### src/rtl/pdrc_pkg.sv
// ----------------------------------------------------------------------------
// pdrc_pkg
// Shared types and constants for the peer download rate controller.
// ----------------------------------------------------------------------------
`default_nettype none

package pdrc_pkg;

    // Default values of the top-level parameters.
    localparam int OFFSET_BITS_DEF = 48;
    localparam int TIME_BITS_DEF   = 32;

    // Fixed field widths of the stream payloads.
    localparam int REQ_W        = 3;
    localparam int NOW_W        = 32;
    localparam int OFF_W        = 48;
    localparam int BYTES_W      = 32;
    localparam int RATE_W       = 32;
    localparam int Q_W          = 16;
    localparam int IN_TDATA_W   = 120;
    localparam int OUT_TDATA_W  = 152;

    // Configuration port.
    localparam int CFG_IDX_W  = 2;
    localparam int CFG_DATA_W = 32;

    localparam logic [CFG_IDX_W-1:0] CFG_REQUEST_TIMEOUT = 2'd0;
    localparam logic [CFG_IDX_W-1:0] CFG_RECEIVE_TIMEOUT = 2'd1;
    localparam logic [CFG_IDX_W-1:0] CFG_FAST_START      = 2'd2;
    localparam logic [CFG_IDX_W-1:0] CFG_MIN_CHUNK       = 2'd3;

    // Register reset values.
    localparam logic [7:0]  REQUEST_TIMEOUT_RST = 8'd5;
    localparam logic [7:0]  RECEIVE_TIMEOUT_RST = 8'd10;
    localparam logic [31:0] FAST_START_RST      = 32'd25600;
    localparam logic [15:0] MIN_CHUNK_RST       = 16'd128;

    // Event codes.
    localparam logic [REQ_W-1:0] REQ_TICK       = 3'd0;
    localparam logic [REQ_W-1:0] REQ_RECEIVE    = 3'd1;
    localparam logic [REQ_W-1:0] REQ_CONNECT    = 3'd2;
    localparam logic [REQ_W-1:0] REQ_DISCONNECT = 3'd3;
    localparam logic [REQ_W-1:0] REQ_GRANT      = 3'd4;

    // Rate change in signed Q2.14.
    localparam logic signed [Q_W-1:0] Q_ONE = 16'sd16384;
    localparam logic signed [Q_W-1:0] Q_MIN = -16'sd1638;
    localparam int RTT_TARGET = 9;

    typedef enum logic [1:0] {
        LINK_OFFLINE     = 2'd0,
        LINK_IDLE        = 2'd1,
        LINK_DOWNLOADING = 2'd2
    } link_state_t;

    // One result item.
    typedef struct packed {
        logic [RATE_W-1:0]  rate_now;
        link_state_t        source_state;
        logic               invalidate_pending;
        logic               file_done;
        logic [BYTES_W-1:0] send_bytes;
        logic [OFF_W-1:0]   send_offset;
        logic               send_request;
        logic [BYTES_W-1:0] desired_bytes;
        logic               ask_alloc;
    } result_t;

endpackage

`default_nettype wire

### src/rtl/pdrc_size_calc.sv
// ----------------------------------------------------------------------------
// pdrc_size_calc
// Request size for a tick: fast-start size, or the averaged rate scaled by
// the Q2.14 rate change, saturated to 32 bits and raised to the minimum.
// ----------------------------------------------------------------------------
`default_nettype none

module pdrc_size_calc (
    input  wire logic [pdrc_pkg::RATE_W-1:0]       rate,
    input  wire logic signed [pdrc_pkg::Q_W-1:0]   rate_change,
    input  wire logic                              fast_start,
    input  wire logic [31:0]                       fast_start_bytes,
    input  wire logic [15:0]                       min_chunk_bytes,
    output logic [pdrc_pkg::BYTES_W-1:0]           size
);

    logic signed [16:0] factor_wide;
    logic [15:0]        factor;
    logic [47:0]        product;
    logic [33:0]        scaled;
    logic [31:0]        scaled_sat;
    logic [31:0]        raw_size;

    // The factor 1 + change stays within 14746..32768, so 16 unsigned bits hold it.
    assign factor_wide = 17'sd16384 + 17'(rate_change);
    assign factor      = factor_wide[15:0];
    assign product     = 48'(rate) * 48'(factor);
    assign scaled      = product[47:14];
    assign scaled_sat  = (scaled[33:32] != 2'b00) ? 32'hFFFF_FFFF : scaled[31:0];

    // Pick the size and apply the floor.
    assign raw_size = fast_start ? fast_start_bytes : scaled_sat;
    assign size     = (raw_size < 32'(min_chunk_bytes)) ? 32'(min_chunk_bytes) : raw_size;

endmodule

`default_nettype wire

### src/rtl/peer_download_rate_controller.sv
// ----------------------------------------------------------------------------
// peer_download_rate_controller
// Request-size controller for one download source.
// ----------------------------------------------------------------------------
// The block takes one event per clock cycle while its results are being taken,
// and returns exactly one result for each one: the event is captured in
// an input register, all of its work (timeouts, rate averaging, the one 32x16
// multiply for the request size, RTT window handling) is done in a single
// combinational pass from that register, and the result lands in an output
// register. While a result waits to be taken, the input register still
// accepts one more event; after that the slave side stalls until the result
// is taken. No clearing pass follows reset.
// ----------------------------------------------------------------------------
`default_nettype none

module peer_download_rate_controller #(
    parameter int OFFSET_BITS = pdrc_pkg::OFFSET_BITS_DEF,
    parameter int TIME_BITS   = pdrc_pkg::TIME_BITS_DEF
) (
    input  wire logic                                 clk,
    input  wire logic                                 rst_n,

    input  wire logic                                 cfg_we,
    input  wire logic [pdrc_pkg::CFG_IDX_W-1:0]       cfg_index,
    input  wire logic [pdrc_pkg::CFG_DATA_W-1:0]      cfg_data,

    input  wire logic                                 s_axis_tvalid,
    output logic                                      s_axis_tready,
    // now_s[31:0], chunk_offset[79:32], chunk_bytes[111:80], grant_ok[112], zero fill
    input  wire logic [pdrc_pkg::IN_TDATA_W-1:0]      s_axis_tdata,
    // req_type[2:0]
    input  wire logic [pdrc_pkg::REQ_W-1:0]           s_axis_tuser,

    output logic                                      m_axis_tvalid,
    input  wire logic                                 m_axis_tready,
    // ask_alloc[0], desired_bytes[32:1], send_request[33], send_offset[81:34],
    // send_bytes[113:82], file_done[114], invalidate_pending[115],
    // source_state[117:116], rate_now[149:118], zero fill
    output logic [pdrc_pkg::OUT_TDATA_W-1:0]          m_axis_tdata
);

    localparam int CMP_W = (TIME_BITS > 17) ? TIME_BITS : 17;

    // Configuration registers.
    logic [7:0]  request_timeout_reg;
    logic [7:0]  receive_timeout_reg;
    logic [31:0] fast_start_reg;
    logic [15:0] min_chunk_reg;

    // Input register.
    logic                          in_valid_reg;
    logic [pdrc_pkg::REQ_W-1:0]    type_reg;
    logic [pdrc_pkg::NOW_W-1:0]    now_reg;
    logic [pdrc_pkg::OFF_W-1:0]    off_reg;
    logic [pdrc_pkg::BYTES_W-1:0]  bytes_reg;
    logic                          ok_reg;

    // Output register.
    logic                          out_valid_reg;
    pdrc_pkg::result_t             result_reg;
    pdrc_pkg::result_t             result_next;

    // Controller state.
    pdrc_pkg::link_state_t         link_reg, link_next;
    logic [TIME_BITS-1:0]          last_receive_reg, last_receive_next;
    logic [TIME_BITS-1:0]          last_request_reg, last_request_next;
    logic [7:0]                    retry_reg, retry_next;
    logic [31:0]                   avg_rate_reg, avg_rate_next;
    logic [31:0]                   tick_bytes_reg, tick_bytes_next;
    logic                          window_active_reg, window_active_next;
    logic [TIME_BITS-1:0]          window_start_reg, window_start_next;
    logic [OFFSET_BITS-1:0]        window_end_reg, window_end_next;
    logic signed [pdrc_pkg::Q_W-1:0] rate_change_reg, rate_change_next;
    logic                          fast_pending_reg, fast_pending_next;

    // Handshake.
    logic in_accept;
    logic advance;

    assign advance       = in_valid_reg && (!out_valid_reg || m_axis_tready);
    assign s_axis_tready = !in_valid_reg || advance;
    assign in_accept     = s_axis_tvalid && s_axis_tready;

    // Working values derived from the held event.
    logic [TIME_BITS-1:0]    now_t;
    logic [OFFSET_BITS-1:0]  off_t;
    logic [OFFSET_BITS-1:0]  end_offset;
    logic [TIME_BITS-1:0]    age_rcv;
    logic [TIME_BITS-1:0]    age_req;
    logic [TIME_BITS-1:0]    age_win;
    logic [8:0]              retry_inc;
    logic [16:0]             req_limit;
    logic                    req_expired;
    logic                    rcv_expired;
    logic                    win_late;
    logic [32:0]             avg_sum;
    logic [31:0]             avg_tick;
    logic [32:0]             tick_sum;
    logic signed [pdrc_pkg::Q_W-1:0] rate_change_tick;
    logic [3:0]              rtt_gap;
    logic signed [pdrc_pkg::Q_W-1:0] rate_change_rtt;
    logic [31:0]             tick_size;

    assign now_t      = TIME_BITS'(now_reg);
    assign off_t      = OFFSET_BITS'(off_reg);
    assign end_offset = OFFSET_BITS'(off_t + OFFSET_BITS'(bytes_reg));
    assign age_rcv    = TIME_BITS'(now_t - last_receive_reg);
    assign age_req    = TIME_BITS'(now_t - last_request_reg);
    assign age_win    = TIME_BITS'(now_t - window_start_reg);

    // Request timeout grows with the retry count.
    assign retry_inc   = 9'(retry_reg) + 9'd1;
    assign req_limit   = 17'(request_timeout_reg) * 17'(retry_inc);
    assign req_expired = CMP_W'(age_req) > CMP_W'(req_limit);
    // A request timeout refreshes the receive time, so the receive age is zero then.
    assign rcv_expired = !req_expired && (age_rcv > TIME_BITS'(receive_timeout_reg));
    assign win_late    = age_win > TIME_BITS'(pdrc_pkg::RTT_TARGET);

    // Rate average and saturating byte count.
    assign avg_sum  = 33'(avg_rate_reg) + 33'(tick_bytes_reg);
    assign avg_tick = avg_sum[32:1];
    assign tick_sum = 33'(tick_bytes_reg) + 33'(bytes_reg);

    // An open window that has run past the target drops any positive change.
    assign rate_change_tick = (window_active_reg && win_late && (rate_change_reg > 0))
                              ? '0 : rate_change_reg;

    // Rate change from a closed window, valid for round trips of 2 to 9 s.
    assign rtt_gap         = 4'(4'd9 - age_win[3:0]);
    assign rate_change_rtt = $signed({1'b0, rtt_gap, 11'b0});

    pdrc_size_calc u_size_calc (
        .rate             (avg_tick),
        .rate_change      (rate_change_tick),
        .fast_start       (fast_pending_reg),
        .fast_start_bytes (fast_start_reg),
        .min_chunk_bytes  (min_chunk_reg),
        .size             (tick_size)
    );

    // Event processing: next state and result.
    always_comb
    begin
        link_next          = link_reg;
        last_receive_next  = last_receive_reg;
        last_request_next  = last_request_reg;
        retry_next         = retry_reg;
        avg_rate_next      = avg_rate_reg;
        tick_bytes_next    = tick_bytes_reg;
        window_active_next = window_active_reg;
        window_start_next  = window_start_reg;
        window_end_next    = window_end_reg;
        rate_change_next   = rate_change_reg;
        fast_pending_next  = fast_pending_reg;
        result_next        = '0;

        case (type_reg)
            pdrc_pkg::REQ_TICK:
            begin
                if (link_reg != pdrc_pkg::LINK_OFFLINE)
                begin
                    if (req_expired)
                    begin
                        if (retry_reg != 8'hFF)
                        begin
                            retry_next = 8'(retry_reg + 8'd1);
                        end
                        link_next         = pdrc_pkg::LINK_DOWNLOADING;
                        last_receive_next = now_t;
                    end
                    if (rcv_expired)
                    begin
                        link_next = pdrc_pkg::LINK_IDLE;
                    end
                    else
                    begin
                        avg_rate_next             = avg_tick;
                        tick_bytes_next           = '0;
                        rate_change_next          = rate_change_tick;
                        fast_pending_next         = 1'b0;
                        last_request_next         = now_t;
                        result_next.ask_alloc     = 1'b1;
                        result_next.desired_bytes = tick_size;
                    end
                end
            end
            pdrc_pkg::REQ_RECEIVE:
            begin
                last_receive_next = now_t;
                retry_next        = '0;
                link_next         = pdrc_pkg::LINK_DOWNLOADING;
                tick_bytes_next   = tick_sum[32] ? 32'hFFFF_FFFF : tick_sum[31:0];
                if (window_active_reg && (window_end_reg == end_offset))
                begin
                    if (age_win <= TIME_BITS'(1))
                    begin
                        rate_change_next = pdrc_pkg::Q_ONE;
                    end
                    else if (!win_late)
                    begin
                        rate_change_next = rate_change_rtt;
                    end
                    else
                    begin
                        rate_change_next = pdrc_pkg::Q_MIN;
                    end
                    window_active_next = 1'b0;
                end
            end
            pdrc_pkg::REQ_CONNECT:
            begin
                link_next = pdrc_pkg::LINK_IDLE;
            end
            pdrc_pkg::REQ_DISCONNECT:
            begin
                link_next                      = pdrc_pkg::LINK_OFFLINE;
                fast_pending_next              = 1'b1;
                result_next.invalidate_pending = 1'b1;
            end
            pdrc_pkg::REQ_GRANT:
            begin
                if (!ok_reg)
                begin
                    result_next.file_done = 1'b1;
                end
                else if (bytes_reg != '0)
                begin
                    link_next                = pdrc_pkg::LINK_DOWNLOADING;
                    result_next.send_request = 1'b1;
                    result_next.send_offset  = pdrc_pkg::OFF_W'(off_t);
                    result_next.send_bytes   = bytes_reg;
                    if (!window_active_reg)
                    begin
                        window_start_next  = now_t;
                        window_active_next = 1'b1;
                        window_end_next    = end_offset;
                    end
                end
            end
            default:
            begin
            end
        endcase

        result_next.source_state = link_next;
        result_next.rate_now     = avg_rate_next;
    end

    // Configuration writes.
    always_ff @(posedge clk or negedge rst_n)
    begin
        if (!rst_n)
        begin
            request_timeout_reg <= pdrc_pkg::REQUEST_TIMEOUT_RST;
            receive_timeout_reg <= pdrc_pkg::RECEIVE_TIMEOUT_RST;
            fast_start_reg      <= pdrc_pkg::FAST_START_RST;
            min_chunk_reg       <= pdrc_pkg::MIN_CHUNK_RST;
        end
        else if (cfg_we)
        begin
            case (cfg_index)
                pdrc_pkg::CFG_REQUEST_TIMEOUT: request_timeout_reg <= cfg_data[7:0];
                pdrc_pkg::CFG_RECEIVE_TIMEOUT: receive_timeout_reg <= cfg_data[7:0];
                pdrc_pkg::CFG_FAST_START:      fast_start_reg      <= cfg_data[31:0];
                pdrc_pkg::CFG_MIN_CHUNK:       min_chunk_reg       <= cfg_data[15:0];
                default:
                begin
                end
            endcase
        end
    end

    // Valid flags of the input and output registers.
    always_ff @(posedge clk or negedge rst_n)
    begin
        if (!rst_n)
        begin
            in_valid_reg  <= 1'b0;
            out_valid_reg <= 1'b0;
        end
        else
        begin
            if (in_accept)
            begin
                in_valid_reg <= 1'b1;
            end
            else if (advance)
            begin
                in_valid_reg <= 1'b0;
            end
            if (advance)
            begin
                out_valid_reg <= 1'b1;
            end
            else if (m_axis_tready)
            begin
                out_valid_reg <= 1'b0;
            end
        end
    end

    // Input payload capture.
    always_ff @(posedge clk)
    begin
        if (in_accept)
        begin
            type_reg  <= s_axis_tuser;
            now_reg   <= s_axis_tdata[31:0];
            off_reg   <= s_axis_tdata[79:32];
            bytes_reg <= s_axis_tdata[111:80];
            ok_reg    <= s_axis_tdata[112];
        end
    end

    // Result capture.
    always_ff @(posedge clk)
    begin
        if (advance)
        begin
            result_reg <= result_next;
        end
    end

    // Controller state update.
    always_ff @(posedge clk or negedge rst_n)
    begin
        if (!rst_n)
        begin
            link_reg          <= pdrc_pkg::LINK_OFFLINE;
            last_receive_reg  <= '0;
            last_request_reg  <= '0;
            retry_reg         <= '0;
            avg_rate_reg      <= '0;
            tick_bytes_reg    <= '0;
            window_active_reg <= 1'b0;
            window_start_reg  <= '0;
            window_end_reg    <= '0;
            rate_change_reg   <= '0;
            fast_pending_reg  <= 1'b1;
        end
        else if (advance)
        begin
            link_reg          <= link_next;
            last_receive_reg  <= last_receive_next;
            last_request_reg  <= last_request_next;
            retry_reg         <= retry_next;
            avg_rate_reg      <= avg_rate_next;
            tick_bytes_reg    <= tick_bytes_next;
            window_active_reg <= window_active_next;
            window_start_reg  <= window_start_next;
            window_end_reg    <= window_end_next;
            rate_change_reg   <= rate_change_next;
            fast_pending_reg  <= fast_pending_next;
        end
    end

    // Output packing.
    assign m_axis_tvalid = out_valid_reg;
    assign m_axis_tdata  = {2'b00, result_reg};

    // A result carries at most one action.
    assert property (@(posedge clk) disable iff (!rst_n)
        m_axis_tvalid |-> $onehot0({result_reg.ask_alloc, result_reg.send_request,
                                    result_reg.file_done, result_reg.invalidate_pending}))
        else $error("result carries more than one action");

    // A requested size never falls below the configured minimum.
    assert property (@(posedge clk) disable iff (!rst_n)
        (m_axis_tvalid && result_reg.ask_alloc) |->
            (result_reg.desired_bytes >= 32'(min_chunk_reg)))
        else $error("desired size below minimum chunk");

    // A disconnect leaves the source offline with fast start armed again.
    assert property (@(posedge clk) disable iff (!rst_n)
        (advance && (type_reg == pdrc_pkg::REQ_DISCONNECT)) |=>
            ((link_reg == pdrc_pkg::LINK_OFFLINE) && fast_pending_reg))
        else $error("disconnect did not reset link state");

    // An offline tick changes neither the rate nor the request time.
    assert property (@(posedge clk) disable iff (!rst_n)
        (advance && (type_reg == pdrc_pkg::REQ_TICK) &&
         (link_reg == pdrc_pkg::LINK_OFFLINE)) |=>
            ($stable(avg_rate_reg) && $stable(last_request_reg) && !result_reg.ask_alloc))
        else $error("offline tick changed state");

endmodule

`default_nettype wire
### config.mk
export PLATFORM = sky130hd
export DESIGN_NAME = peer_download_rate_controller
export DESIGN_NICKNAME = d
export VERILOG_FILES = /design/src/rtl/pdrc_pkg.sv /design/src/rtl/pdrc_size_calc.sv /design/src/rtl/peer_download_rate_controller.sv
export SDC_FILE = /design/constraint.sdc
export NUM_CORES = 2
export LEC_CHECK = 0
export BUFFER_PORTS_ARGS = -buffer_cell sky130_fd_sc_hd__buf_4
export CAP_MARGIN = 0
export CORE_MARGIN = 3
export CORE_UTILIZATION = 60
export DETAILED_ROUTE_END_ITERATION = 7
export PLACE_DENSITY = 0.75
export SLEW_MARGIN = 25
export SYNTH_ARGS = -nofsm -noshare
export SYNTH_HDL_FRONTEND = slang
export SYNTH_SLANG_ARGS = --single-unit
### constraint.sdc
create_clock -name clk -period 34.4 [get_ports clk]
set_input_delay 10.32 -clock clk [delete_from_list [all_inputs] [get_ports clk]]
set_output_delay 10.32 -clock clk [all_outputs]
set_load 0.01 [all_outputs]
Yosys cells after proc, flatten, opt, wreduce, memory -nomap -nowiden --
Index checks and enable logic that the tools add are counted.
Cells by class: multiplexer cells 45, equal/unequal tests 16, multiply operators 2, reductions and logical operators 38, order comparisons 6, add/sub/neg operators 10, bitwise logic cells 4
Operators by type and width (count):
- $mux W32 | 10
- $pmux W32 S2 | 2
- $mux W16 | 7
- $sub A32 B32 Y32 | 3
- $add A32 B32 Y33 | 2
- $add A48 B32 Y48 | 1
- $eq A48 B48 Y1 | 1
- $mul A32 B16 Y48 | 1
- $gt A32 B17 Y1 | 1
- $gt A32 B4 Y1 const B | 1
- $gt A32 B8 Y1 | 1
- $le A32 B1 Y1 const B | 1
- $lt A32 B16 Y1 | 1
- $pmux W16 S2 | 1
- $reduce_bool A32 Y1 | 1
- $mux W8 | 3
- $reduce_and A5 Y1 | 4
- $mul A8 B9 Y17 | 1
- $add A16 B16 Y16 const A | 1
- $gt A16 B1 Y1 const B | 1
- $pmux W8 S2 | 1
- $reduce_and A4 Y1 | 4
- $ne A2 B2 Y1 const B | 7
- $reduce_bool A2 Y1 | 7
- 23 further kinds | 58
Storage, ports and cells: word-level logic and storage cells 153, output and inout port bits 154, register bits after elaboration 568, input bits 162

Depth between registers and ports, before layout --
depth in word-level cells 12, depth in mapped cells 65, depth with buffers taken out 60

By module --
Synthesis repeated with hierarchy kept, for this count alone.
Unflattened totals: cells, all modules 5871, area total of the unflattened synthesis 54758.8 um^2
Modules (own cells, without submodules):
- peer_download_rate_controller | area each 37039.3 um^2, instances 1, seq. area each 15556.2 um^2, cells an instance 3743
- pdrc_size_calc | area each 17719.5 um^2, instances 1, seq. area each 0.0 um^2, cells an instance 2128

Least setup slack after synthesis --
Ideal clock, no wire load.
path kind input to output, start in m_axis_tready, end out s_axis_tready, path buffers 0, arrival 10.529 ns, setup slack 13.551 ns, stages 1, data required time 24.080 ns, cells stage by stage nand3b_1
On the way: cells in the longest elaborated chain, start to end 3
Ends and longest elaborated chain:
- start: declaration | RTL line peer_download_rate_controller.sv:35 | input wire logic m_axis_tready,
- $logic_or A1 B1 Y1 | RTL line peer_download_rate_controller.sv:80 | assign advance = in_valid_reg && (!out_valid_reg || m_axis_tready);
- $logic_and A1 B1 Y1 | RTL line peer_download_rate_controller.sv:80
- $logic_or A1 B1 Y1 | RTL line peer_download_rate_controller.sv:81 | assign s_axis_tready = !in_valid_reg || advance;
- end: declaration | RTL line peer_download_rate_controller.sv:28 | output logic s_axis_tready,
Every way passes these cells.

Final worst setup path --
Ends and elaborated chain as after synthesis.

==> impl_metrics.yaml <==
floorplanning:
  start_util: 0.609
  rows: 107
  core_area_um2: 85700
  pin_count: 316
  die-area_um2: 90500
  die_w_um: 301
  die-height_um: 301
critical_path:
  setup.worst_path.end: "s_axis_tready"
  crit_type: "input port to output pin"
  arrival_ns: 10.79
  reg2reg_depth: 55
  rr_startpoint: "now_reg[0]"
  end_kind: "output pin"
  max_stage_delay_ns: 0.19
  critical_path_depth: 3
  critical_path_buf_inv_count: 2
  cpLargestDelayFamily: "buffers and inverters"
  r2r-end: "m_axis_tdata[28]"
  cp_cell_sequence: "buf_4, nand3b_1, buf_4"
  start_kind: "input port"
  cpMaxStageDelayCell: "nand3b_1"
  r2r_slack_ns: 18.04
  path_common_cell: "buf_4"
  cp.required_ns: 24.08
  path_max_fanout: 3
  crit_start: "m_axis_tready"
clocking:
  cts_tree: "done"
  cts_made_buffers: 67
  clk_path_buf_depth: 3
  cts_hold_buf: 0
  insertion_delay_ns: 0.63
  cts_root_buf: "clkbuf_16"
  cts_sinks: 568
  cts_repair_resize_count: 0
  clk_pin_slew_ns: 0.05
  cts-htree-levels: 3
  post_cts_buffers: 0
grt:
  grt_pass1_wl_um: 227000
  gr-total-overflow: 0
  antenna_found_initial: 3
  grt_max_degree: 133
  first_global_vias: 41800
  grt_usage: 0.319
logic_synthesis:
  ys_ff_latch: 568
  avgSynthCellArea_um2: 9.42
  yosys.cell_types.count: 103
  synth_edf_count: 266
  synthFlopType: "dfrtp_1"
  ys.warnings.count: 0
  synth_cells: 5540
  yosysSeqAreaShare: 0.298
  synth_area_um2: 52200
  ys_async_sr_fraction: 0.532
cells_and_area:
  drive_gt1_frac: 0.121
  final_cell_mix: "752 x nand2_1, 752 x inv_1, 465 x fa_1"
  largest_reg_flops: 150
  final_nets: 6779
  nFillCells: 6777
  fin_area_um2: 57900
  syn_to_final_growth_pct: 11.0
timing:
  final_hold_viol_count: 0
  tns_ns: 0
  fin_skew_ns: 0.0220
  fin_crit_ns: 21.11
  setup_viol: 0
  drv_slew: 0
  relSlewSlack: 0.217
  worstMarginPinSlew_ns: 1.17
  timing.hold.ws_ns: 0.497
  period_share: 0.614
  rsz0062_at_grt: "no"
  max_freq_mhz: 47.4
detailed_routing:
  wl_um: 142000
  wl_per_cell_um: 20.4
  ant_nets: 0
  via_count: 41200
  vias_per_cell: 5.91
  remaining_drc_errors: 0
  drt_iter0_drc: 2987
  drt_pass1_iterations: 6
placed_design:
  io_buffers: 306
  dpl-instance-area_um2: 55600
  gp_congestion: 0.950
  dp_hpwl_um: 110000
hold_path:
  min_path_type: "flip-flop to flip-flop"
power_and_ir_drop:
  p_leak_nw: 27.2
  powerDensity_nw_per_um2: 54.6
  ir_worst_vdd_uv: 63.2
job:
  max-cap-violations: 0
status:
  status: "completed"
[layout make-up]
type	instances	area (um^2)	area share
diodes	3	7.51	0.000130
clock buffers	86	1820	0.0315
clock inverters	38	415	0.00717
inverters	754	2840	0.0490
multi-input cells	4000	33000	0.570
flip-flops and latches	568	15600	0.269
well taps	1144	1430	0.0247
repair buffers	377	2860	0.0494
[synthesized netlist by cell type, types with 19 or more instances]
cell type	count	area, um^2
o211ai_1	22	165
a21o_1	100	751
xor2_1	92	806
o21a_1	48	360
inv_1	753	2830
a31oi_1	27	169
nor3_1	79	395
nand2_1	753	2830
dfrtp_1	293	7330
mux2_2	174	1960
o21bai_1	37	278
nor2_1	330	1240
a21oi_1	212	1060
and2_1	158	988
xnor2_1	168	1470
edfxtp_1	266	7990
nand4_1	50	313
a211oi_1	22	165
ha_1	384	4800
nor2b_1	49	307
fa_1	465	9310
o21ai_0	276	1380
buf_2	21	105
nand3_1	69	345
and3_1	46	288
nor4_1	31	194
clkbuf_1	184	691
mux2i_1	19	190
or3_1	36	225
nand2b_1	58	363
[worst min-delay path: stages, from the launching register on]
cell,delay [ns]
dfrtp_1,0.35
nand2_1,0.05
o21ai_0,0.06
[through the flow]
stage	instances	util	worst slack, ns	power (mW)
6_report	6970	0.676	13.29	3.16
2_1_floorplan	5541	-	13.55	1.97
4_1_cts	6967	0.676	13.29	3.16
5_1_grt	6968	0.676	13.27	3.38
3_3_place_gp	6843	0.649	13.31	2.38
3_5_place_dp	6843	0.649	13.30	2.41
[where the power goes]
group | total, mW | internal [mW] | switching (mW) | leakage (nW)
logic | 1.52 | 0.615 | 0.902 | 19.6
registers | 0.915 | 0.829 | 0.0861 | 6.49
clock network | 0.730 | 0.431 | 0.299 | 1.09
total | 3.16 | 1.87 | 1.29 | 27.2
[cell families (layout without fill, tap and decap cells)]
family / Yosys count / count (layout) / share of synthesized area
fa+ha+maj: 850 / 850 / 0.271
buf+inv: 973 / 1255 / 0.0713
compound gates: 965 / 965 / 0.119
simple gates: 1722 / 1722 / 0.153
mux: 194 / 194 / 0.0414
other cells: 1 / 5 / 0.0000719
xor+xnor: 267 / 267 / 0.0466
flops: 568 / 568 / 0.298
[how the worst min path moves through the flow]
stage	start	endpoint	slack, ns	cells after the start
floorplan	last_request_reg[0]	last_request_reg[0]	0.45	2
global placement	window_start_reg[0]	window_start_reg[0]	0.47	2
detailed placement	last_receive_reg[0]	last_receive_reg[0]	0.48	2
CTS	window_start_reg[0]	window_start_reg[0]	0.50	2
global route	last_receive_reg[4]	last_receive_reg[4]	0.51	1
finish	window_start_reg[0]	window_start_reg[0]	0.50	2
[routing by layer]
layer,GRT usage,up-vias,routed length [um]
met4,0.126,0,5940
li1,-,19000,-
met3,0.0482,345,9400
met5,0,-,0
met1,0.416,20400,57900
met2,0.538,1490,69000
Power figures use the tool's default switching activity.
